==> config.mk <==
export PLATFORM = sky130hd
export DESIGN_NAME = block_buffer_cache_table_core
export DESIGN_NICKNAME = d
export VERILOG_FILES = /design/src/rtl/bbc_pkg.sv /design/src/rtl/bbc_ctrl.sv /design/src/rtl/bbc_datapath.sv /design/src/rtl/block_buffer_cache_table_core.sv
export SDC_FILE = /design/constraint.sdc
export NUM_CORES = 2
export LEC_CHECK = 0
export BUFFER_PORTS_ARGS = -buffer_cell sky130_fd_sc_hd__buf_4
export CAP_MARGIN = 10
export CORE_ASPECT_RATIO = 1.2
export CORE_UTILIZATION = 30
export CTS_BUF_LIST = sky130_fd_sc_hd__clkbuf_4
export CTS_CLUSTER_DIAMETER = 60
export DETAILED_ROUTE_END_ITERATION = 7
export GPL_TIMING_DRIVEN = 0
export PLACE_DENSITY_LB_ADDON = 0.05
export SKIP_CTS_REPAIR_TIMING = 1
export SYNTH_ARGS = -nofsm -noshare
export SYNTH_HDL_FRONTEND = slang
export SYNTH_SLANG_ARGS = --single-unit
==> constraint.sdc <==
create_clock -name clock -period 6.55 [get_ports clock]
set_input_delay 1.31 -clock clock [delete_from_list [all_inputs] [get_ports clock]]
set_output_delay 1.31 -clock clock [all_outputs]
set_load 0.05 [all_outputs]
==> src/rtl/bbc_pkg.sv <==
// Shared types and constants of the buffer cache tag table.
// Depends on nothing; used by bbc_ctrl, bbc_datapath and the top level.
`default_nettype none

package bbc_pkg;

   localparam int NUM_BUFFERS = 32;
   localparam int SLOT_W      = $clog2(NUM_BUFFERS);
   localparam int DEV_W       = 8;
   localparam int BLK_W       = 32;
   localparam int REFS_W      = 8;
   localparam int REQ_DATA_W  = 48;
   localparam int RSP_DATA_W  = 16;

   localparam logic [REFS_W-1:0] REFS_MAX = '1;

   typedef enum logic [1:0] {
      OP_GET     = 2'd0,
      OP_RELEASE = 2'd1,
      OP_PIN     = 2'd2,
      OP_UNPIN   = 2'd3
   } op_type;

   typedef enum logic [1:0] {
      ST_OK      = 2'd0,
      ST_NOBUF   = 2'd1,
      ST_NOTHELD = 2'd2
   } status_type;

   // controller -> datapath
   typedef struct packed {
      logic capture;   // latch the request beat
      logic lookup;    // register tag match / free slot search
      logic commit;    // update table, load response register
   } cmd_type;

endpackage

`default_nettype wire

==> src/rtl/bbc_ctrl.sv <==
// Sequencer of the buffer cache tag table: request/response handshake.
// Depends on bbc_pkg.
`default_nettype none

module bbc_ctrl (
   input  wire logic            clock,
   input  wire logic            reset,
   input  wire logic            req_tvalid,
   output logic                 req_tready,
   output logic                 rsp_tvalid,
   input  wire logic            rsp_tready,
   output bbc_pkg::cmd_type     cmd
);

   typedef enum logic [2:0] {
      S_IDLE   = 3'b001,
      S_LOOKUP = 3'b010,
      S_COMMIT = 3'b100
   } state_type;

   state_type state_ff, state_in;
   logic      rsp_valid_ff, rsp_valid_in;
   logic      out_free;
   logic      commit;
   logic      capture;

   assign out_free   = !rsp_valid_ff || rsp_tready;
   assign commit     = (state_ff == S_COMMIT) && out_free;
   assign req_tready = (state_ff == S_IDLE) || commit;
   assign capture    = req_tvalid && req_tready;
   assign rsp_tvalid = rsp_valid_ff;

   assign cmd.capture = capture;
   assign cmd.lookup  = (state_ff == S_LOOKUP);
   assign cmd.commit  = commit;

   always_comb begin
      state_in = state_ff;
      unique case (state_ff)
         S_IDLE: begin
            if (capture) state_in = S_LOOKUP;
         end
         S_LOOKUP: begin
            state_in = S_COMMIT;
         end
         S_COMMIT: begin
            if (commit) state_in = capture ? S_LOOKUP : S_IDLE;
         end
         default: begin
            state_in = S_IDLE;
         end
      endcase
   end

   always_comb begin
      if (commit)          rsp_valid_in = 1'b1;
      else if (rsp_tready) rsp_valid_in = 1'b0;
      else                 rsp_valid_in = rsp_valid_ff;
   end

   always_ff @(posedge clock) begin
      if (reset) begin
         state_ff     <= S_IDLE;
         rsp_valid_ff <= 1'b0;
      end else begin
         state_ff     <= state_in;
         rsp_valid_ff <= rsp_valid_in;
      end
   end

endmodule

`default_nettype wire

==> src/rtl/bbc_datapath.sv <==
// Datapath of the buffer cache tag table: slot table, tag compare,
// free slot search, count update and response register. Depends on bbc_pkg.
`default_nettype none

module bbc_datapath (
   input  wire logic                               clock,
   input  wire logic                               reset,
   input  wire bbc_pkg::cmd_type                   cmd,
   input  wire logic [bbc_pkg::REQ_DATA_W-1:0]     req_tdata,
   output logic      [bbc_pkg::RSP_DATA_W-1:0]     rsp_tdata
);

   localparam int N = bbc_pkg::NUM_BUFFERS;
   localparam int SW = bbc_pkg::SLOT_W;

   // slot table
   logic [bbc_pkg::DEV_W-1:0]  dev_ff  [N];
   logic [bbc_pkg::BLK_W-1:0]  blk_ff  [N];
   logic [bbc_pkg::REFS_W-1:0] refs_ff [N];
   logic [N-1:0]               busy_ff;
   logic [N-1:0]               loaded_ff;

   // request register
   bbc_pkg::op_type            op_ff;
   logic [bbc_pkg::DEV_W-1:0]  rdev_ff;
   logic [bbc_pkg::BLK_W-1:0]  rblk_ff;
   logic [SW-1:0]              rslot_ff;

   // lookup result register
   logic [SW-1:0] tgt_ff, tgt_in;
   logic          hit_ff, hit_in;
   logic          found_ff, found_in;

   // response register
   logic [SW-1:0]         out_slot_ff, out_slot_in;
   logic                  out_hit_ff, out_hit_in;
   logic                  out_rd_ff, out_rd_in;
   bbc_pkg::status_type   out_st_ff, out_st_in;

   logic [N-1:0]  match;
   logic [SW-1:0] match_idx, free_idx;
   logic          any_free;

   logic [bbc_pkg::REFS_W-1:0] cur_refs, new_refs;
   logic                       wr_refs, wr_claim, wr_free, wr_loaded;

   always_comb begin
      for (int i = 0; i < N; i++) begin
         match[i] = busy_ff[i] && (dev_ff[i] == rdev_ff) && (blk_ff[i] == rblk_ff);
      end
   end

   // lowest index wins
   always_comb begin
      match_idx = '0;
      free_idx  = '0;
      for (int i = N - 1; i >= 0; i--) begin
         if (match[i])    match_idx = SW'(i);
         if (!busy_ff[i]) free_idx  = SW'(i);
      end
      any_free = !(&busy_ff);
   end

   always_comb begin
      if (op_ff == bbc_pkg::OP_GET) begin
         hit_in   = |match;
         tgt_in   = (|match) ? match_idx : free_idx;
         found_in = (|match) || any_free;
      end else begin
         hit_in   = 1'b0;
         tgt_in   = rslot_ff;
         found_in = busy_ff[rslot_ff];
      end
   end

   // commit: table update and response
   assign cur_refs = refs_ff[tgt_ff];

   always_comb begin
      new_refs    = cur_refs;
      wr_refs     = 1'b0;
      wr_claim    = 1'b0;
      wr_free     = 1'b0;
      wr_loaded   = 1'b0;
      out_slot_in = tgt_ff;
      out_hit_in  = 1'b0;
      out_rd_in   = 1'b0;
      out_st_in   = bbc_pkg::ST_OK;
      unique case (op_ff)
         bbc_pkg::OP_GET: begin
            if (hit_ff) begin
               out_hit_in = 1'b1;
               out_rd_in  = !loaded_ff[tgt_ff];
               wr_loaded  = 1'b1;
               wr_refs    = 1'b1;
               if (cur_refs != bbc_pkg::REFS_MAX) new_refs = cur_refs + 1'b1;
            end else if (found_ff) begin
               out_rd_in = 1'b1;
               wr_claim  = 1'b1;
               wr_refs   = 1'b1;
               new_refs  = bbc_pkg::REFS_W'(1);
            end else begin
               out_slot_in = '0;
               out_st_in   = bbc_pkg::ST_NOBUF;
            end
         end
         bbc_pkg::OP_PIN: begin
            if (!found_ff) begin
               out_st_in = bbc_pkg::ST_NOTHELD;
            end else begin
               wr_refs = 1'b1;
               if (cur_refs != bbc_pkg::REFS_MAX) new_refs = cur_refs + 1'b1;
            end
         end
         bbc_pkg::OP_RELEASE, bbc_pkg::OP_UNPIN: begin
            if (!found_ff || cur_refs == '0) begin
               out_st_in = bbc_pkg::ST_NOTHELD;
            end else begin
               wr_refs  = 1'b1;
               new_refs = cur_refs - 1'b1;
               wr_free  = (op_ff == bbc_pkg::OP_RELEASE) &&
                          (cur_refs == bbc_pkg::REFS_W'(1));
            end
         end
         default: begin
            out_st_in = bbc_pkg::ST_NOTHELD;
         end
      endcase
   end

   always_ff @(posedge clock) begin
      if (cmd.capture) begin
         op_ff    <= bbc_pkg::op_type'(req_tdata[1:0]);
         rdev_ff  <= req_tdata[9:2];
         rblk_ff  <= req_tdata[41:10];
         rslot_ff <= req_tdata[46:42];
      end
      if (cmd.lookup) begin
         tgt_ff   <= tgt_in;
         hit_ff   <= hit_in;
         found_ff <= found_in;
      end
      if (cmd.commit) begin
         out_slot_ff <= out_slot_in;
         out_hit_ff  <= out_hit_in;
         out_rd_ff   <= out_rd_in;
         out_st_ff   <= out_st_in;
      end
      if (cmd.commit && wr_claim) begin
         dev_ff[tgt_ff] <= rdev_ff;
         blk_ff[tgt_ff] <= rblk_ff;
      end
   end

   // control state of the table
   always_ff @(posedge clock) begin
      if (reset) begin
         busy_ff   <= '0;
         loaded_ff <= '0;
         for (int i = 0; i < N; i++) refs_ff[i] <= '0;
      end else if (cmd.commit) begin
         if (wr_refs)             refs_ff[tgt_ff]   <= new_refs;
         if (wr_claim)            busy_ff[tgt_ff]   <= 1'b1;
         if (wr_free)             busy_ff[tgt_ff]   <= 1'b0;
         if (wr_claim || wr_loaded) loaded_ff[tgt_ff] <= 1'b1;
      end
   end

   assign rsp_tdata = {7'd0, out_st_ff, out_rd_ff, out_hit_ff, out_slot_ff};

endmodule

`default_nettype wire

==> src/rtl/block_buffer_cache_table_core.sv <==
// Top level of the buffer cache tag table.
// Depends on bbc_pkg, bbc_ctrl and bbc_datapath.
`default_nettype none

// Usage
//  - req_* stream: one beat per request (get, release, pin, unpin).
//    A beat is taken when req_tvalid and req_tready are both high.
//  - rsp_* stream: exactly one beat per request, in request order.
//  - A request passes the request, lookup result and response registers
//    on its way to rsp_*. Its lookup step runs the tag compare across all
//    32 slots and the lowest-free-slot search into a register; its commit
//    step reads the count of the chosen slot, updates the table and loads
//    the response register. The next beat is taken in the commit cycle.
//  - Get: hit raises the count (saturates at 255); miss claims the lowest
//    free slot with count 1; a full table gives status no-buffer.
//  - Release/pin/unpin of a free slot, or release/unpin at count zero,
//    give status not-held and leave the table alone.
//  - Reset (synchronous, active high) frees all slots, clears counts and
//    loaded marks and drops rsp_tvalid. Tags stay as they are; they are
//    compared only on busy slots.
//  - Receiver stall: a response waits in the output register; the block
//    finishes the following lookup and then holds until the response
//    register frees, with req_tready low.
module block_buffer_cache_table_core (
   input  wire logic        clock,
   input  wire logic        reset,
   input  wire logic        req_tvalid,
   output logic             req_tready,
   // [1:0] op, [9:2] device_id, [41:10] block_number, [46:42] slot_index,
   // [47] zero
   input  wire logic [47:0] req_tdata,
   output logic             rsp_tvalid,
   input  wire logic        rsp_tready,
   // [4:0] result_slot, [5] hit, [6] needs_read, [8:7] status, [15:9] zero
   output logic [15:0]      rsp_tdata
);

   bbc_pkg::cmd_type cmd;

   bbc_ctrl u_ctrl (
      .clock      (clock),
      .reset      (reset),
      .req_tvalid (req_tvalid),
      .req_tready (req_tready),
      .rsp_tvalid (rsp_tvalid),
      .rsp_tready (rsp_tready),
      .cmd        (cmd)
   );

   bbc_datapath u_datapath (
      .clock     (clock),
      .reset     (reset),
      .cmd       (cmd),
      .req_tdata (req_tdata),
      .rsp_tdata (rsp_tdata)
   );

endmodule

`default_nettype wire
==> qor.log <==
[power_and_ir_drop] reported net switching power 6988 µW
[run_status] result of the run finished with violations
[synthesis] sequential fraction of the synthesis area 65.63%
[power_and_ir_drop] Internal Power 17,800 µW
[grt] number of global-route vias before repair 51,710
[sta] relative slew slack 16.84%
[clock_network] clock buffer count from CTS 465
[hold_path] path category of the worst min-delay check input port to register
[grt] largest net degree at the start of global routing 44
[synthesis] most common flop cell mapped by yosys sky130_fd_sc_hd__edfxtp_1
[cells_and_area] non-filler instance count after layout 9,839
[power_and_ir_drop] Power per Cell Area 271.9 mW/mm²
[clock_network] CTS clk-pin slew, worst paths 60 ps
[floorplanning] Die H 551.1 µm
[detailed_routing] Detailed Route Iter0 Violations 5,641
[power_and_ir_drop] combinational share of power 12.0%
[synthesis] synthesized netlist cell count 5,387
[setup_path] crit path kind register to register
[sta] worst-margin pin slew 1247 ps
[power_and_ir_drop] static leakage 0.02892 µW
[setup_path] Arr. time, crit path 7750 ps
[synthesis] fraction of registers with async set/reset 0%
[power_and_ir_drop] Net Sw Frac 28.19%
[synthesis] Cell Area, Synth 0.07539 mm²
[sta] Period minus WS final 6646 ps
[floorplanning] I/O Pins 70
[clock_network] root buf cell sky130_fd_sc_hd__clkbuf_4
[clock_network] maximum clock insertion buffer count 4
[grt] first-pass GRT wire length 488,900 µm
[detailed_routing] vias 52,921
[sta] worst-case setup margin in the final layout -96.08 ps
[floorplanning] core area 0.2500 mm²
[sta] total setup violations reported at the end of the flow 1
[clock_network] latest clock arrival within the worst-skew pair 1360 ps
[cells_and_area] fraction of final layout cells sized beyond drive strength 1 20.80%
[synthesis] synthesized area per cell 13.99 µm²
[floorplanning] DIE AREA 0.2533 mm²
[detailed_routing] average via count per standard cell 5.379
[synthesis] fraction of post-synthesis cell area in the top cell type by area 63.69%
[place] placed wire-length estimate after detailed placement 269,100 µm
[sta] peak clock frequency supported by timing 150.5 MHz
[sta] hold violation count in the final report 0
[clock_network] CTS H-tree lvls 5
[sta] RSZ-0062 raised after global routing false
[detailed_routing] post-route DRC violation count 0
[grt] Remaining Overflow, GRT 0
[power_and_ir_drop] portion of total power attributed to the clock network 39.9%
[synthesis] number of synthesis warnings 0
[synthesis] number of synthesized flops with an enable pin 1,599
[setup_path] reg-to-reg setup timing slack -100 ps
[setup_path] required time reported for the critical path endpoint 7650 ps
[detailed_routing] average detailed-routed wire length per instance 38.02 µm
[cells_and_area] synthesis-to-layout area growth 20.90%
[place] weighted congestion at the end of routability-driven global placement 0.8863
[setup_path] kind of end point of the critical path register
[floorplanning] Die Width 459.6 µm
[sta] post-route fraction of the period consumed by the critical path 101.5%
[clock_network] clock tree from TritonCTS done
[setup_path] top fanout value on the critical path 10
[grt] global-route total usage across every layer 29.21%
[synthesis] Synth area leader sky130_fd_sc_hd__edfxtp_1
[synthesis] count of unique library cells instantiated by Yosys 77
[place] cell area after placement 0.08513 mm²
[place] Port-buffer cells 61
[cells_and_area] summed area of non-filler cells in the final layout 0.09115 mm²
[floorplanning] Initial Utilization 30.16%
[place] Post-Place Worst Slack -743.7 ps
[sta] worst-case clock skew 98.96 ps
[synthesis] post-synthesis sequential element count 1,672
[detailed_routing] Detailed Routing Iterations Pass 1 6
[setup_path] Critical Path Source Type register
[detailed_routing] number of nets with antenna violations after routing 0
[run] max-cap violation count 0
[run_status] violations in the final reports setup timing
[clock_network] number of sinks driven by the clock tree 1,672
[power_and_ir_drop] Seq pwr share 48.1%
[sta] pins over their slew limit 0
[detailed_routing] total routed wirelength 374,100 µm
[cells_and_area] fin nets 6,174
[synthesis] leading cell types by total area after synthesis sky130_fd_sc_hd__edfxtp_1, sky130_fd_sc_hd__xnor2_1, sky130_fd_sc_hd__nand4_1
[grt] initial antenna violation count 43
[place] placed cell count 9,003
[cells_and_area] number of fill cells 24,419
[power_and_ir_drop] Peak VDD IR 0.1377 mV
[floorplanning] number of placement rows 201
[metal layers]
metal	track usage, %	vias up	wire length (µm)
met3	4.347	688	22890
li1	-	22062	-
met2	50.15	2478	184200
met5	0	-	76
met1	36.07	27683	148600
met4	13.42	10	18340
[sequential cells by signal (all words and copies together) (netlist names), named ones only]
name and count:
u_datapath.tgt_ff 5, u_datapath.out_slot_ff 5, u_datapath.rslot_ff 5, u_datapath.out_st_ff 2, u_ctrl.rsp_tvalid 1, u_datapath.op_ff 2, u_datapath.refs_ff 256, u_datapath.rblk_ff 32
u_datapath.blk_ff 1024, u_datapath.out_hit_ff 1, u_datapath.dev_ff 256, u_ctrl.state_ff 3, u_datapath.rdev_ff 8, u_datapath.loaded_ff 32, u_datapath.busy_ff 1, u_datapath.hit_ff 1
u_datapath.found_ff 1, u_datapath.out_rd_ff 1
[worst max-delay path, cell delays in order, from the launching register on]
cell and delay (ps):
sky130_fd_sc_hd__edfxtp_1 810, sky130_fd_sc_hd__buf_16 230, sky130_fd_sc_hd__buf_16 180, sky130_fd_sc_hd__buf_16 160, sky130_fd_sc_hd__clkbuf_1 780, sky130_fd_sc_hd__buf_2 930, sky130_fd_sc_hd__xnor2_1 240, sky130_fd_sc_hd__nand4_1 170
sky130_fd_sc_hd__nor4_1 400, sky130_fd_sc_hd__nand4_1 670, sky130_fd_sc_hd__nand4_1 420, sky130_fd_sc_hd__nor2_1 70, sky130_fd_sc_hd__a211oi_1 320, sky130_fd_sc_hd__o2111ai_1 430, sky130_fd_sc_hd__a21oi_1 580
[power groups by stage]
stage / combinational (µW) / sequential [µW] / clock [µW]
final: 2980 / 11900 / 9890
after global routing: 3010 / 11900 / 10600
after CTS: 2960 / 11900 / 10100
after detailed placement: 2950 / 12200 / 0
after global placement: 2100 / 12600 / 0
after floorplan: 1100 / 12100 / 0
[path summary, 6_finish.rpt]
check                                            start                                   end  cells after the start
hold / removal                            req_tdata[1]         u_datapath.op_ff[1]$_DFFE_PP_                      1
setup / recovery      u_datapath.rblk_ff[17]$_DFFE_PP_                              register                     14
hold reg to reg   u_datapath.loaded_ff[2]$_SDFFE_PP0P_  u_datapath.loaded_ff[2]$_SDFFE_PP0P_                      2
setup reg to reg      u_datapath.rblk_ff[17]$_DFFE_PP_                              register                     14
[cell usage after synthesis, drive strengths merged (14+ instances only)]
cell type	count
dfxtp	73
mux2	14
xnor2	1216
inv	77
mux4	80
nor2	367
nand2b	114
nand3	138
clkbuf	119
edfxtp	1599
a21oi	96
nor3	82
nand4	577
nor4	129
o2111ai	15
mux2i	21
buf	144
o21ai	63
nor4b	17
nand2	206
nor2b	16
xor2	39
[through the flow]
stage	hold WS [ps]	power (µW)	utilization, %	setup TNS, ps
5_1_grt	53.00	25510	36.45	0
6_report	162.4	24790	36.46	-96.08
3_5_place_dp	450.1	15110	34.06	-4261
4_1_cts	-15.69	24950	36.42	-4881
2_1_floorplan	431.5	13230	-	0
3_3_place_gp	442.7	14720	32.03	-254250
[placed cells by master (no fill, tap or decap), types with 16 or more instances in the layout]
| cell | Yosys | routed |
|---|---|---|
| sky130_fd_sc_hd__dfxtp_1 | 73 | 73 |
| sky130_fd_sc_hd__buf_12 | 0 | 28 |
| sky130_fd_sc_hd__nor2_1 | 367 | 367 |
| sky130_fd_sc_hd__edfxtp_1 | 1599 | 1599 |
| sky130_fd_sc_hd__nor4_1 | 128 | 128 |
| sky130_fd_sc_hd__buf_16 | 0 | 149 |
| sky130_fd_sc_hd__nand4_2 | 19 | 19 |
| sky130_fd_sc_hd__buf_4 | 26 | 92 |
| sky130_fd_sc_hd__buf_8 | 0 | 16 |
| sky130_fd_sc_hd__o21ai_0 | 60 | 60 |
| sky130_fd_sc_hd__nand3_1 | 137 | 137 |
| sky130_fd_sc_hd__xor2_1 | 39 | 39 |
| sky130_fd_sc_hd__nand2_1 | 206 | 206 |
| sky130_fd_sc_hd__clkbuf_1 | 119 | 75 |
| sky130_fd_sc_hd__nor2b_1 | 16 | 16 |
| sky130_fd_sc_hd__inv_2 | 0 | 37 |
| sky130_fd_sc_hd__buf_2 | 72 | 81 |
| sky130_fd_sc_hd__xnor2_1 | 1216 | 1216 |
| sky130_fd_sc_hd__clkbuf_4 | 0 | 725 |
| sky130_fd_sc_hd__nand4_1 | 558 | 558 |
| sky130_fd_sc_hd__a21oi_1 | 96 | 96 |
| sky130_fd_sc_hd__clkbuf_2 | 0 | 38 |
| sky130_fd_sc_hd__nand2b_1 | 114 | 114 |
| sky130_fd_sc_hd__mux4_2 | 80 | 80 |
| sky130_fd_sc_hd__clkinv_1 | 2 | 89 |
| sky130_fd_sc_hd__inv_1 | 77 | 46 |
| sky130_fd_sc_hd__mux2i_1 | 21 | 21 |
| sky130_fd_sc_hd__nor3_1 | 82 | 80 |
[logic make-up after synthesis]
logic type / count (synthesis) / synth area share (%)
compound gates: 270 / 2.367
xor+xnor: 1255 / 14.58
fa+ha+maj: 3 / 0.04979
buf+inv: 342 / 2.021
flops: 1672 / 65.63
mux: 115 / 2.878
other cells: 1 / 0.004974
simple gates: 1729 / 12.47
[final cells by class]
type	count	area, µm²	area share, %
flip-flops and latches	1672	49480	54.28
multi-input cells	3379	24430	26.80
repair buffers	265	5465	5.996
clock buffers	705	5293	5.807
well taps	3349	4190	4.597
plain buffers	257	1339	1.469
clock inverters	118	618.1	0.6781
inverters	79	300.3	0.3294
diodes	15	37.54	0.04118
No activity file was read; power rests on OpenSTA's default activity.
